## config.mk

```make
export PLATFORM = sky130hd
export DESIGN_NAME = aob_out_queue
export DESIGN_NICKNAME = d
export VERILOG_FILES = /design/src/rtl/aob_pkg.sv /design/src/rtl/aob_out_queue.sv
export SDC_FILE = /design/constraint.sdc
export NUM_CORES = 1
export LEC_CHECK = 0
export CORE_AREA = 3 3 137 139
export CTS_BUF_LIST = sky130_fd_sc_hd__clkbuf_4 sky130_fd_sc_hd__clkbuf_8
export CTS_CLUSTER_SIZE = 12
export DETAILED_ROUTE_END_ITERATION = 10
export DIE_AREA = 0 0 140 142
export DONT_BUFFER_PORTS = 1
export GPL_TIMING_DRIVEN = 0
export PLACE_DENSITY = 0.52
export SYNTH_ARGS = -nofsm -noshare
export SYNTH_HDL_FRONTEND = slang
export SYNTH_SLANG_ARGS = --single-unit
export TNS_END_PERCENT = 1
```

## constraint.sdc

```tcl
create_clock -name i_clk -period 4.4 [get_ports i_clk]
set_clock_uncertainty 0.2 [all_clocks]
set_input_delay 0.88 -clock i_clk [delete_from_list [all_inputs] [get_ports i_clk]]
set_output_delay 0.88 -clock i_clk [all_outputs]
set_load 0.02 [all_outputs]
```

## src/rtl/aob_pkg.sv

```systemverilog
// ----------------------------------------------------------------------------
// aob_pkg
// Shared types, constants and helpers of the alpha over blend pipeline.
// ----------------------------------------------------------------------------
package aob_pkg;

    localparam int CH_W      = 16;
    localparam int DEN_W     = 31;
    localparam int NUM_W     = 46;
    localparam int DIV_STEPS = 16;
    localparam int CFG_IDX_W = 2;

    localparam logic [CH_W-1:0] MAX8  = 16'd255;
    localparam logic [CH_W-1:0] MAX16 = 16'd32768;

    localparam logic [CFG_IDX_W-1:0] CFG_DEPTH_MODE   = 2'd0;
    localparam logic [CFG_IDX_W-1:0] CFG_BLEND_ENABLE = 2'd1;

    // lane 0 alpha, 1 red, 2 green, 3 blue
    typedef logic [3:0][CH_W-1:0] t_pixel;

    typedef struct packed {
        logic [DEN_W-1:0] rem;
        logic [CH_W-1:0]  lq;
    } t_lane;

    typedef struct packed {
        t_lane [3:0]      lane;
        logic [DEN_W-1:0] den;
        logic             mode;
        logic             bypass;
        t_pixel           pix;
    } t_div_item;

    function automatic logic [CH_W-1:0] chan_max(input logic mode);
        return mode ? MAX16 : MAX8;
    endfunction

endpackage

```

## src/rtl/aob_out_queue.sv

```systemverilog
// ----------------------------------------------------------------------------
// aob_out_queue
// Final clamp and pass-through select, two-entry output queue.
// ----------------------------------------------------------------------------
module aob_out_queue (
    input  logic               i_clk,
    input  logic               i_rst_n,
    input  logic               i_valid,
    input  aob_pkg::t_div_item i_item,
    input  logic               i_ready,
    output logic               o_en,
    output logic               o_valid,
    output aob_pkg::t_pixel    o_pix
);

    logic [15:0]     n_max;
    aob_pkg::t_pixel n_pix;
    logic            n_push;
    logic            n_pop;

    aob_pkg::t_pixel r_mem [2];
    logic            r_wr;
    logic            r_rd;
    logic [1:0]      r_count;

    always_comb begin
        n_max = aob_pkg::chan_max(i_item.mode);
        for (int c = 0; c < 4; c++) begin
            n_pix[c] = (i_item.lane[c].lq > n_max) ? n_max : i_item.lane[c].lq;
        end
        if (i_item.bypass) begin
            n_pix = i_item.pix;
        end
    end

    assign o_en    = (r_count != 2'd2);
    assign o_valid = (r_count != 2'd0);
    assign n_push  = i_valid && o_en;
    assign n_pop   = o_valid && i_ready;

    always_ff @(posedge i_clk) begin
        if (!i_rst_n) begin
            r_wr    <= 1'b0;
            r_rd    <= 1'b0;
            r_count <= 2'd0;
        end else begin
            if (n_push) begin
                r_wr <= ~r_wr;
            end
            if (n_pop) begin
                r_rd <= ~r_rd;
            end
            if (n_push && !n_pop) begin
                r_count <= r_count + 2'd1;
            end else if (n_pop && !n_push) begin
                r_count <= r_count - 2'd1;
            end
        end
    end

    always_ff @(posedge i_clk) begin
        if (n_push) begin
            r_mem[r_wr] <= n_pix;
        end
    end

    assign o_pix = r_mem[r_rd];

endmodule

```

==> impl_metrics.tcl, run 1 <==
set metrics [dict create \
    outcome "finished, final reports clean" \
    postLayoutSetupSlackWorst_ns 0.9712 \
    num-fill-cells 1661 \
    critPathMaxStageDelay_ns 0.59 \
    die-area_sq_um 19880 \
    dp_cells 777 \
    fp-row-count 49 \
    seq_power_share_pct 41.7 \
    switching_share_pct 31.38 \
    reg2reg_from "r_count[0]$_SDFFE_PN0P_" \
    hold_end "r_count[1]$_SDFFE_PN0P_" \
    place_worst_setup_slack_ns 1.000 \
    count_of_placed_standard_cells_in_the_final_layout_fillers_left_out 809 \
    required_ns 3.32 \
    cts_buffers 17 \
    drtAntennaViolNets 0 \
    timing.hold.worst.class "register to register" \
    syn_nets 871 \
    initial_core_util_pct 39.06 \
    yosys.area_share.xor_xnor_pct 0.3784 \
    grt_first_pass_wirelength_microns 26940 \
    drt-met1-wl_microns 7428 \
    met2RoutedLength_microns 8061 \
    pin_count 355 \
    final_total_negative_setup_slack_ns 0 \
    top_signal_layer_used "met4" \
    cts.htree.levels 4 \
    coreArea_sq_um 17780 \
    n_antenna_cell 0 \
    synth_seq_area_share_pct 56.79 \
    post_synth_fa_ha_maj_area_fraction_pct 6.667 \
    buffer_ports.inserted 0 \
    timing.critical_path.max_delay_family "buffers and inverters" \
    post_cts_resized 0 \
    ys_dominant_reg_cell "sky130_fd_sc_hd__edfxtp_1" \
    most-common-layout-cells "sky130_fd_sc_hd__edfxtp_1, sky130_fd_sc_hd__nand2_1, sky130_fd_sc_hd__mux2_2" \
    timing.max_slew.rel_slack_pct 53.00 \
    vias 4448 \
    path_common_cell "sky130_fd_sc_hd__clkbuf_1" \
    cts_num_sinks 133 \
    share_comb_of_total_power_pct 27.7 \
    wl_per_cell_microns 21.95 \
    hold_violations 0 \
    crit_fanout 10 \
    synth.yosys.warnings 0 \
    vdd_drop_max_mv 0.2677 \
    detailedRoute.firstPassIterationCount 5 \
    hold_depth 2 \
    finalMaxSlewViolations 0 \
    synthSimpleGateAreaFrac_pct 10.70 \
    timing.critical_path.depth 3 \
    r2r_end "r_mem[1][36]$_DFFE_PP_" \
    fin_area_sq_um 7781 \
    viasPerCell 5.498 \
    critical-path-slowest-cell "sky130_fd_sc_hd__clkbuf_1" \
    place_congestion 0.7809 \
    timing.reg2reg.worst_path_depth 3 \
    power.share.clock_pct 30.7 \
    grt_overflow 0 \
    worstSetupEndpointType "output pin" \
    report.final.setup_viol 0 \
    initial_antenna_violation_count 0 \
    worstSkewPairLatency_ns 0.43 \
    postSynthAreaPerCell_sq_um 12.74 \
    drt_wl_total_microns 17760 \
    cellInternalPower_mw 2.727 \
    clock_tree.buffer_depth 2 \
    multi_input_area_sq_um 2768 \
    final_core_utilization_pct 43.77 \
    worst_hold_startpoint "r_count[1]$_SDFFE_PN0P_" \
    cts.clk_slew.worst_paths_ns 0.08 \
    final_cycle_share_pct 77.93 \
    fin_nets 893 \
    power.static_leakage_nw 2.747 \
    timing.critical_path.from_type "register" \
    first_global_vias 4682 \
    path_class "register to output pin" \
    worst_slew_pin_slew_ns 0.7019 \
    routed-wl-met3_microns 1947 \
    synth.area.mux_share_pct 10.38 \
    critical_path_arrival_ns 2.35 \
    min_period_ns 3.429 \
    yosys_register_bits 133 \
    combinational_family_with_the_most_area_after_synthesis "compound AO/OA/AOI/OAI gates" \
    area_growth_pct 12.05 \
    switching_power_mw 1.247 \
    x_dimension_of_the_die_microns 140 \
    cts_root_buffer "sky130_fd_sc_hd__clkbuf_8" \
    placement.cell_area_sq_um 7303 \
    grtUsageTotal_pct 17.77 \
    worstPathCellList "clkbuf_1 -> clkbuf_1 -> mux2_2" \
    fmax_ghz 0.2916 \
    remaining_routing_drc_violations 0 \
    drive_above_1_share_pct 20.86 \
    cp_num_buf_inv 2 \
    drt_iter0_markers 210 \
    hpwl_microns 13420 \
    post_synthesis_instance_total 545 \
    cts_tree "yes" \
    post_cts_buffers 0 \
    ff_latch_area_sq_um 3944 \
    die_y_extent_microns 142 \
    grt_max_degree 34 \
    power_density_nw_per_um2 510.8 \
    worst_hold_slack_ns 0.3395 \
    power.total_mw 3.974 \
    reported_max_cap_violation_count 0 \
    final_common_cell "sky130_fd_sc_hd__edfxtp_1" \
    rsz0062_at_grt "false" \
    async_flop_share_pct 0 \
    post_synth_instance_area_sq_um 6944 \
    synthDistinctLibCells 42 \
    synth_enable_flop_cells 128 \
    cts-hold-fix-buffers 0 \
    synth_compound_gate_area_share_pct 11.55 \
    reg2reg_setup_slack_ns 2.30 \
]
-- registers in the layout, indices dropped and copies added (netlist names), named ones only --
register / count
r_count: 2
r_mem: 128
r_rd: 1
r_wr: 1
-- power by group through the flow --
stage / sequential, mW / clock, mW / combinational [mW]
2_1_floorplan: 1.69 / 0 / 0.869
3_3_place_gp: 1.71 / 0 / 1.07
3_5_place_dp: 1.69 / 0 / 1.12
4_1_cts: 1.66 / 1.25 / 1.12
5_1_grt: 1.67 / 1.31 / 1.19
6_report: 1.66 / 1.22 / 1.10
-- cell type report --
| class | instances | area share [%] |
|---|---|---|
| tap | 229 | 3.682 |
| inverter | 34 | 1.640 |
| clock inverter | 13 | 2.943 |
| sequential | 133 | 50.68 |
| multi-input combinational | 353 | 35.57 |
| clock buffer | 19 | 3.200 |
| buffer | 25 | 1.512 |
| timing repair buffer | 3 | 0.7718 |
-- cell usage after synthesis, drive strengths merged (4+ instances only) --
master	instances	area (sq um)
a21oi	9	45.04
and2	4	25.02
buf	4	38.78
clkbuf	21	78.83
dfxtp	5	100.1
edfxtp	128	3844
ha	37	462.9
inv	34	127.6
mux2	64	720.7
nand2	70	262.8
nand2b	32	200.2
nand4	6	37.54
nor2	10	37.54
nor2b	4	25.02
nor4	4	52.55
o211ai	17	142.6
o21a	5	60.05
o21ai	32	160.2
o311ai	32	317.8
-- worst max-delay path by stage --
stage          slack, ns                endpoint
6_report            0.97               o_pix[15]
3_5_place_dp        1.00   r_mem[1][3]$_DFFE_PP_
2_1_floorplan       0.05   r_mem[0][0]$_DFFE_PP_
3_3_place_gp       -1.80  r_mem[0][38]$_DFFE_PP_
4_1_cts             0.83               o_pix[15]
5_1_grt             0.78               o_pix[15]
-- worst register-to-register path: stages (launching register included) --
cell,delay [ns]
sky130_fd_sc_hd__dfxtp_1,0.39
sky130_fd_sc_hd__nand2b_1,0.30
sky130_fd_sc_hd__and3_4,0.58
sky130_fd_sc_hd__buf_12,0.29
-- logic make-up after synthesis --
kind of cell / count (synthesis)
AOI/OAI and AO/OA: 104
muxes: 64
DFF: 133
and+or+nand+nor: 145
xor gates and xnor gates: 3
adders and majority gates: 37
buffers and inverters: 59
-- metal layers --
metal / GRT usage (%) / up-vias
met4: 5.660 / 0
met3: 8.871 / 20
met2: 27.78 / 171
li1: - / 2114
met5: 0 / -
met1: 21.70 / 2143
Power figures use the tool's default switching activity.
==> run 2, diff against run 1 <==
--- a/config.mk
+++ b/config.mk
@@ -12,7 +12,7 @@
 export DIE_AREA = 0 0 140 142
 export DONT_BUFFER_PORTS = 1
 export GPL_TIMING_DRIVEN = 0
-export PLACE_DENSITY = 0.52
+export PLACE_DENSITY = 0.5
 export SYNTH_ARGS = -nofsm -noshare
 export SYNTH_HDL_FRONTEND = slang
 export SYNTH_SLANG_ARGS = --single-unit
==> constraint.sdc (replaced) <==
create_clock -name i_clk -period 3.2 [get_ports i_clk]
set_clock_uncertainty 0.2 [all_clocks]
set_input_delay 0.64 -clock i_clk [delete_from_list [all_inputs] [get_ports i_clk]]
set_output_delay 0.64 -clock i_clk [all_outputs]
set_load 0.02 [all_outputs]
==> run 2 against run 1 <==
  * Largest cell class unchanged
  * Combinational power grew 39%
  * Sequential share of layout area about the same
  * Sequential power increased by 37%
  * First-iteration DRC count increased by 34%
  * Hold slack got worse by 0.22 ns
  * Global-route usage grew 0.66 points
  * Count of clock-buffer cells in the layout up 3
==> impl_metrics.tcl, run 2 (synthesized netlist as in run 1, its figures left out) <==
set metrics [dict create \
    reg2reg_from "r_count[0]$_SDFFE_PN0P_" \
    r2r_end "r_mem[0][39]$_DFFE_PP_" \
    final_cycle_share_pct 95.74 \
    x_dimension_of_the_die_microns 140 \
    final_core_utilization_pct 43.80 \
    worstSetupEndpointType "output pin" \
    min_period_ns 3.064 \
    critical-path-slowest-cell "sky130_fd_sc_hd__clkbuf_1" \
    reg2reg_setup_slack_ns 0.85 \
    power.static_leakage_nw 2.768 \
    buffer_ports.inserted 0 \
    fp-row-count 49 \
    critical_path_arrival_ns 2.22 \
    clock_tree.buffer_depth 2 \
    wl_per_cell_microns 22.41 \
    grt_overflow 0 \
    timing.critical_path.from_type "register" \
    ff_latch_area_sq_um 3944 \
    grtUsageTotal_pct 18.42 \
    hold_violations 0 \
    drt_iter0_markers 282 \
    dp_cells 777 \
    drtAntennaViolNets 0 \
    fin_nets 893 \
    remaining_routing_drc_violations 0 \
    worstPathCellList "clkbuf_1 -> clkbuf_1 -> mux2_2" \
    path_common_cell "sky130_fd_sc_hd__clkbuf_1" \
    critPathMaxStageDelay_ns 0.51 \
    largest_register_ffs 128 \
    cts_buffers 17 \
    die-area_sq_um 19880 \
    final_total_negative_setup_slack_ns 0 \
    cts_root_buffer "sky130_fd_sc_hd__clkbuf_8" \
    timing.hold.worst.class "input pin to register" \
    vdd_drop_max_mv 0.3856 \
    initial_core_util_pct 39.06 \
    first_global_vias 4759 \
    coreArea_sq_um 17780 \
    path_class "register to output pin" \
    die_y_extent_microns 142 \
    rsz0062_at_grt "true" \
    num-fill-cells 1640 \
    outcome "finished, final reports clean" \
    viasPerCell 5.567 \
    cts_tree "yes" \
    crit_fanout 10 \
    crit_end "o_pix[47]" \
    fin_area_sq_um 7787 \
    hpwl_microns 13630 \
    register_ranked_first_by_flip_flop_count "r_mem" \
    worst_hold_slack_ns 0.1205 \
    vias 4504 \
    multi_input_area_sq_um 2768 \
    timing.reg2reg.worst_path_depth 4 \
    grt_max_degree 45 \
    grt_first_pass_wirelength_microns 27630 \
    n_antenna_cell 0 \
    count_of_placed_standard_cells_in_the_final_layout_fillers_left_out 809 \
    pin_count 355 \
    worst_slew_pin_slew_ns 0.7513 \
    most-common-layout-cells "sky130_fd_sc_hd__edfxtp_1, sky130_fd_sc_hd__nand2_1, sky130_fd_sc_hd__mux2_2" \
    report.final.setup_viol 0 \
    detailedRoute.firstPassIterationCount 4 \
    power_density_nw_per_um2 694.7 \
    required_ns 2.36 \
    reported_max_cap_violation_count 0 \
    power.total_mw 5.410 \
    worst_hold_startpoint "i_rst_n" \
    cts.clk_slew.worst_paths_ns 0.08 \
    placement.cell_area_sq_um 7318 \
    worstSkewPairLatency_ns 0.43 \
    place_congestion 0.7832 \
    finalMaxSlewViolations 0 \
    drt_wl_total_microns 18130 \
    fmax_ghz 0.3264 \
    timing.max_slew.rel_slack_pct 49.79 \
    cts.htree.levels 4 \
    cts_num_sinks 133 \
    postLayoutSetupSlackWorst_ns 0.1362 \
    area_growth_pct 12.14 \
    initial_antenna_violation_count 0 \
    reg.largest.list "r_mem: 128 flops, r_count: 2 flops" \
    final_common_cell "sky130_fd_sc_hd__edfxtp_1" \
    place_worst_setup_slack_ns 0.05622 \
    drive_above_1_share_pct 21.90 \
]
==> run 2: cell count changes in the layout (fill, tap and decap cells not counted) <==
cell,delta
sky130_fd_sc_hd__buf_12,-2
sky130_fd_sc_hd__buf_16,+2
sky130_fd_sc_hd__bufinv_16,-2
sky130_fd_sc_hd__clkbuf_1,-4
sky130_fd_sc_hd__clkbuf_2,+4
sky130_fd_sc_hd__clkbuf_4,-1
sky130_fd_sc_hd__clkbuf_8,+4
sky130_fd_sc_hd__clkinv_1,-2
sky130_fd_sc_hd__clkinv_2,+1
sky130_fd_sc_hd__clkinvlp_4,-1
sky130_fd_sc_hd__inv_6,+1
==> run 2: where the power goes <==
group	total (mW)	internal, mW	switching (mW)
Combinational	1.53	0.517	1.01
Sequential	2.28	2.22	0.0586
Clock	1.60	0.949	0.655
==> run 2: critical path: cells and delay by family, from the launching register on <==
kind                   cells  cell delay, ns
DFF                        1            0.31
buffers and inverters      2            1.00
muxes                      1            0.47
==> run 2: worst min-delay path by stage <==
stage / to / cells past startpoint
after CTS: r_wr$_SDFFE_PN0P_ / 1
after detailed placement: r_count[1]$_SDFFE_PN0P_ / 2
final: r_wr$_SDFFE_PN0P_ / 1
after global placement: r_count[1]$_SDFFE_PN0P_ / 2
after global routing: r_wr$_SDFFE_PN0P_ / 1
after floorplan: r_count[1]$_SDFFE_PN0P_ / 2
==> run 2: repair_timing <==
action | 4_1_cts | 5_1_grt
endpoints found under the setup margin | 30 | 30
hold buffers | 0 | 0
gates cloned | 0 | 0
gates resized for setup | 3 | 2
setup buffers | 0 | 0
==> run 2: layer usage <==
| layer | routed length, microns | vias to the layer above | global-route usage (%) |
|---|---|---|---|
| met4 | 254 | 0 | 5.558 |
| met2 | 8648 | 177 | 29.37 |
| met1 | 7299 | 2186 | 22.33 |
| met3 | 1927 | 20 | 8.905 |
| li1 | - | 2121 | - |
| met5 | 0 | - | 0 |
==> run 2: final cells by class <==
| class | count | area share (%) |
|---|---|---|
| Sequential cell | 133 | 50.64 |
| Multi-Input combinational cell | 353 | 35.54 |
| Clock buffer | 22 | 3.808 |
| Tap cell | 229 | 3.679 |
| Clock inverter | 10 | 2.153 |
| Inverter | 34 | 1.639 |
| Buffer | 25 | 1.575 |
| Timing Repair Buffer | 3 | 0.9640 |
==> run 3, diff against run 2 <==
--- a/config.mk
+++ b/config.mk
@@ -5,14 +5,14 @@
 export SDC_FILE = /design/constraint.sdc
 export NUM_CORES = 1
 export LEC_CHECK = 0
-export CORE_AREA = 3 3 137 139
+export CORE_AREA = 5 5 135 137
 export CTS_BUF_LIST = sky130_fd_sc_hd__clkbuf_4 sky130_fd_sc_hd__clkbuf_8
 export CTS_CLUSTER_SIZE = 12
 export DETAILED_ROUTE_END_ITERATION = 10
 export DIE_AREA = 0 0 140 142
 export DONT_BUFFER_PORTS = 1
 export GPL_TIMING_DRIVEN = 0
-export PLACE_DENSITY = 0.5
+export PLACE_DENSITY = 0.53
 export SYNTH_ARGS = -nofsm -noshare
 export SYNTH_HDL_FRONTEND = slang
 export SYNTH_SLANG_ARGS = --single-unit
==> run 3 against run 2 <==
  * Critical path depth stayed put
  * Cell count is 0.49% lower
  * Combinational power hardly changed
  * First-iteration DRC count is 22% lower
  * Hold slack worse by 0.0033 ns
  * Fmax is 6.4% higher
  * Global-route usage is 0.19 points lower
  * Clock power hardly changed
  * Via count is 0.13% higher
  * Flip-flop and latch count stayed put
  * Sequential share of layout area is 0.21 points higher
  * Cell area is 0.42% lower
==> impl_metrics.tcl, run 3 (synthesized netlist as in run 1, its figures left out) <==
set metrics [dict create \
    final_common_cell "sky130_fd_sc_hd__edfxtp_1" \
    cp_num_buf_inv 2 \
    drt_wl_total_microns 18090 \
    post_cts_buffers 0 \
    initial_core_util_pct 41.00 \
    outcome "finished, final reports clean" \
    place_congestion 0.7721 \
    final_cycle_share_pct 89.97 \
    most-common-layout-cells "sky130_fd_sc_hd__edfxtp_1, sky130_fd_sc_hd__nand2_1, sky130_fd_sc_hd__mux2_2" \
    grt_overflow 0 \
    critical_path_arrival_ns 2.04 \
    timing.critical_path.max_delay_family "buffers and inverters" \
    wl_per_cell_microns 22.47 \
    count_of_placed_standard_cells_in_the_final_layout_fillers_left_out 805 \
    grt_max_degree 34 \
    fin_area_sq_um 7755 \
    required_ns 2.36 \
    drive_above_1_share_pct 21.38 \
    rsz0062_at_grt "false" \
    hold_violations 0 \
    report.final.setup_viol 0 \
    fp-row-count 48 \
    grt_first_pass_wirelength_microns 27350 \
    power.static_leakage_nw 2.748 \
    clock_tree.buffer_depth 2 \
    fin_nets 893 \
    cts-hold-fix-buffers 0 \
    post_cts_resized 4 \
    cts_buffers 17 \
    remaining_routing_drc_violations 0 \
    vias 4510 \
    path_class "register to output pin" \
    pin_count 355 \
    hpwl_microns 13780 \
    cts.htree.levels 4 \
    reported_max_cap_violation_count 0 \
    viasPerCell 5.602 \
    power_density_nw_per_um2 695.9 \
    n_antenna_cell 0 \
    worst_slew_pin_slew_ns 0.7413 \
    num-fill-cells 1597 \
    placement.cell_area_sq_um 7298 \
    worst_hold_slack_ns 0.1172 \
    register_ranked_first_by_flip_flop_count "r_mem" \
    min_period_ns 2.879 \
    x_dimension_of_the_die_microns 140 \
    initial_antenna_violation_count 0 \
    area_growth_pct 11.68 \
    cts_num_sinks 133 \
    fmax_ghz 0.3473 \
    worstPathCellList "clkbuf_2 -> clkbuf_1 -> mux2_2" \
    vdd_drop_max_mv 0.3898 \
    reg.largest.list "r_mem: 128 flops, r_count: 2 flops" \
    largest_register_ffs 128 \
    cts_tree "yes" \
    drtAntennaViolNets 0 \
    worstSetupEndpointType "output pin" \
    critPathMaxStageDelay_ns 0.51 \
    finalMaxSlewViolations 0 \
    timing.max_slew.rel_slack_pct 50.36 \
    die-area_sq_um 19880 \
    dp_cells 773 \
    worstSkewPairLatency_ns 0.44 \
    final_core_utilization_pct 45.79 \
    critical-path-slowest-cell "sky130_fd_sc_hd__clkbuf_1" \
    timing.hold.worst.class "input pin to register" \
    timing.critical_path.from_type "register" \
    power.total_mw 5.396 \
    detailedRoute.firstPassIterationCount 4 \
    cts.clk_slew.worst_paths_ns 0.08 \
    buffer_ports.inserted 0 \
    crit_fanout 10 \
    grtUsageTotal_pct 18.23 \
    die_y_extent_microns 142 \
    cts_root_buffer "sky130_fd_sc_hd__clkbuf_8" \
    coreArea_sq_um 16940 \
    first_global_vias 4857 \
    drt_iter0_markers 220 \
]
run 3: cell types whose count changed in the layout (fill, tap and decap cells not counted):
cell                         before  now
sky130_fd_sc_hd__buf_16           2    0
sky130_fd_sc_hd__bufinv_16        4    5
sky130_fd_sc_hd__clkinv_4         2    1
sky130_fd_sc_hd__buf_12           1    3
sky130_fd_sc_hd__clkbuf_8        21   17
sky130_fd_sc_hd__clkinvlp_4       1    2
sky130_fd_sc_hd__clkinv_2         1    0
sky130_fd_sc_hd__clkbuf_4         1    2
sky130_fd_sc_hd__clkinv_1         0    3
run 3: path summary, 6_finish.rpt:
path,slack [ns],end,cells after the start,startpoint
min reg2reg,0.32,r_count[1]$_SDFFE_PN0P_,2,r_count[1]$_SDFFE_PN0P_
min,0.12,r_wr$_SDFFE_PN0P_,1,i_rst_n
max reg2reg,1.12,r_mem[1][31]$_DFFE_PP_,3,r_count[0]$_SDFFE_PN0P_
max,0.32,o_pix[3],3,register
run 3: cell type report:
cell class              count  area, sq um  share of cell area (%)
flip-flops and latches    133         3944                   50.86
multi-input cells         353         2768                   35.69
well taps                 225        281.5                   3.630
clock buffers              19        249.0                   3.211
clock inverters            13        202.7                   2.614
inverters                  34        127.6                   1.646
plain buffers              25        122.6                   1.581
repair buffers              3        60.06                  0.7744
run 3: stage by stage:
| step | setup TNS (ns) | setup slack [ns] |
|---|---|---|
| floorplan | 0 | 0.1307 |
| global placement | -106.59 | -1.004 |
| detailed placement | 0 | 0.02381 |
| CTS | 0 | 0.2323 |
| global route | 0 | 0.1778 |
| finish | 0 | 0.3208 |
run 3: report_power, final:
part,internal (mW),switching (mW)
sequential,2.22,0.0583
combinational,0.511,1.01
clock,0.943,0.659
run 3: per-layer routing:
metal  vias to the layer above  track usage (%)  wire [microns]
met2                       175            29.05            8393
met4                         0            5.915             316
met3                        21            9.442            2026
met5                         -                0               0
met1                      2195            21.53            7349
li1                       2119                -               -
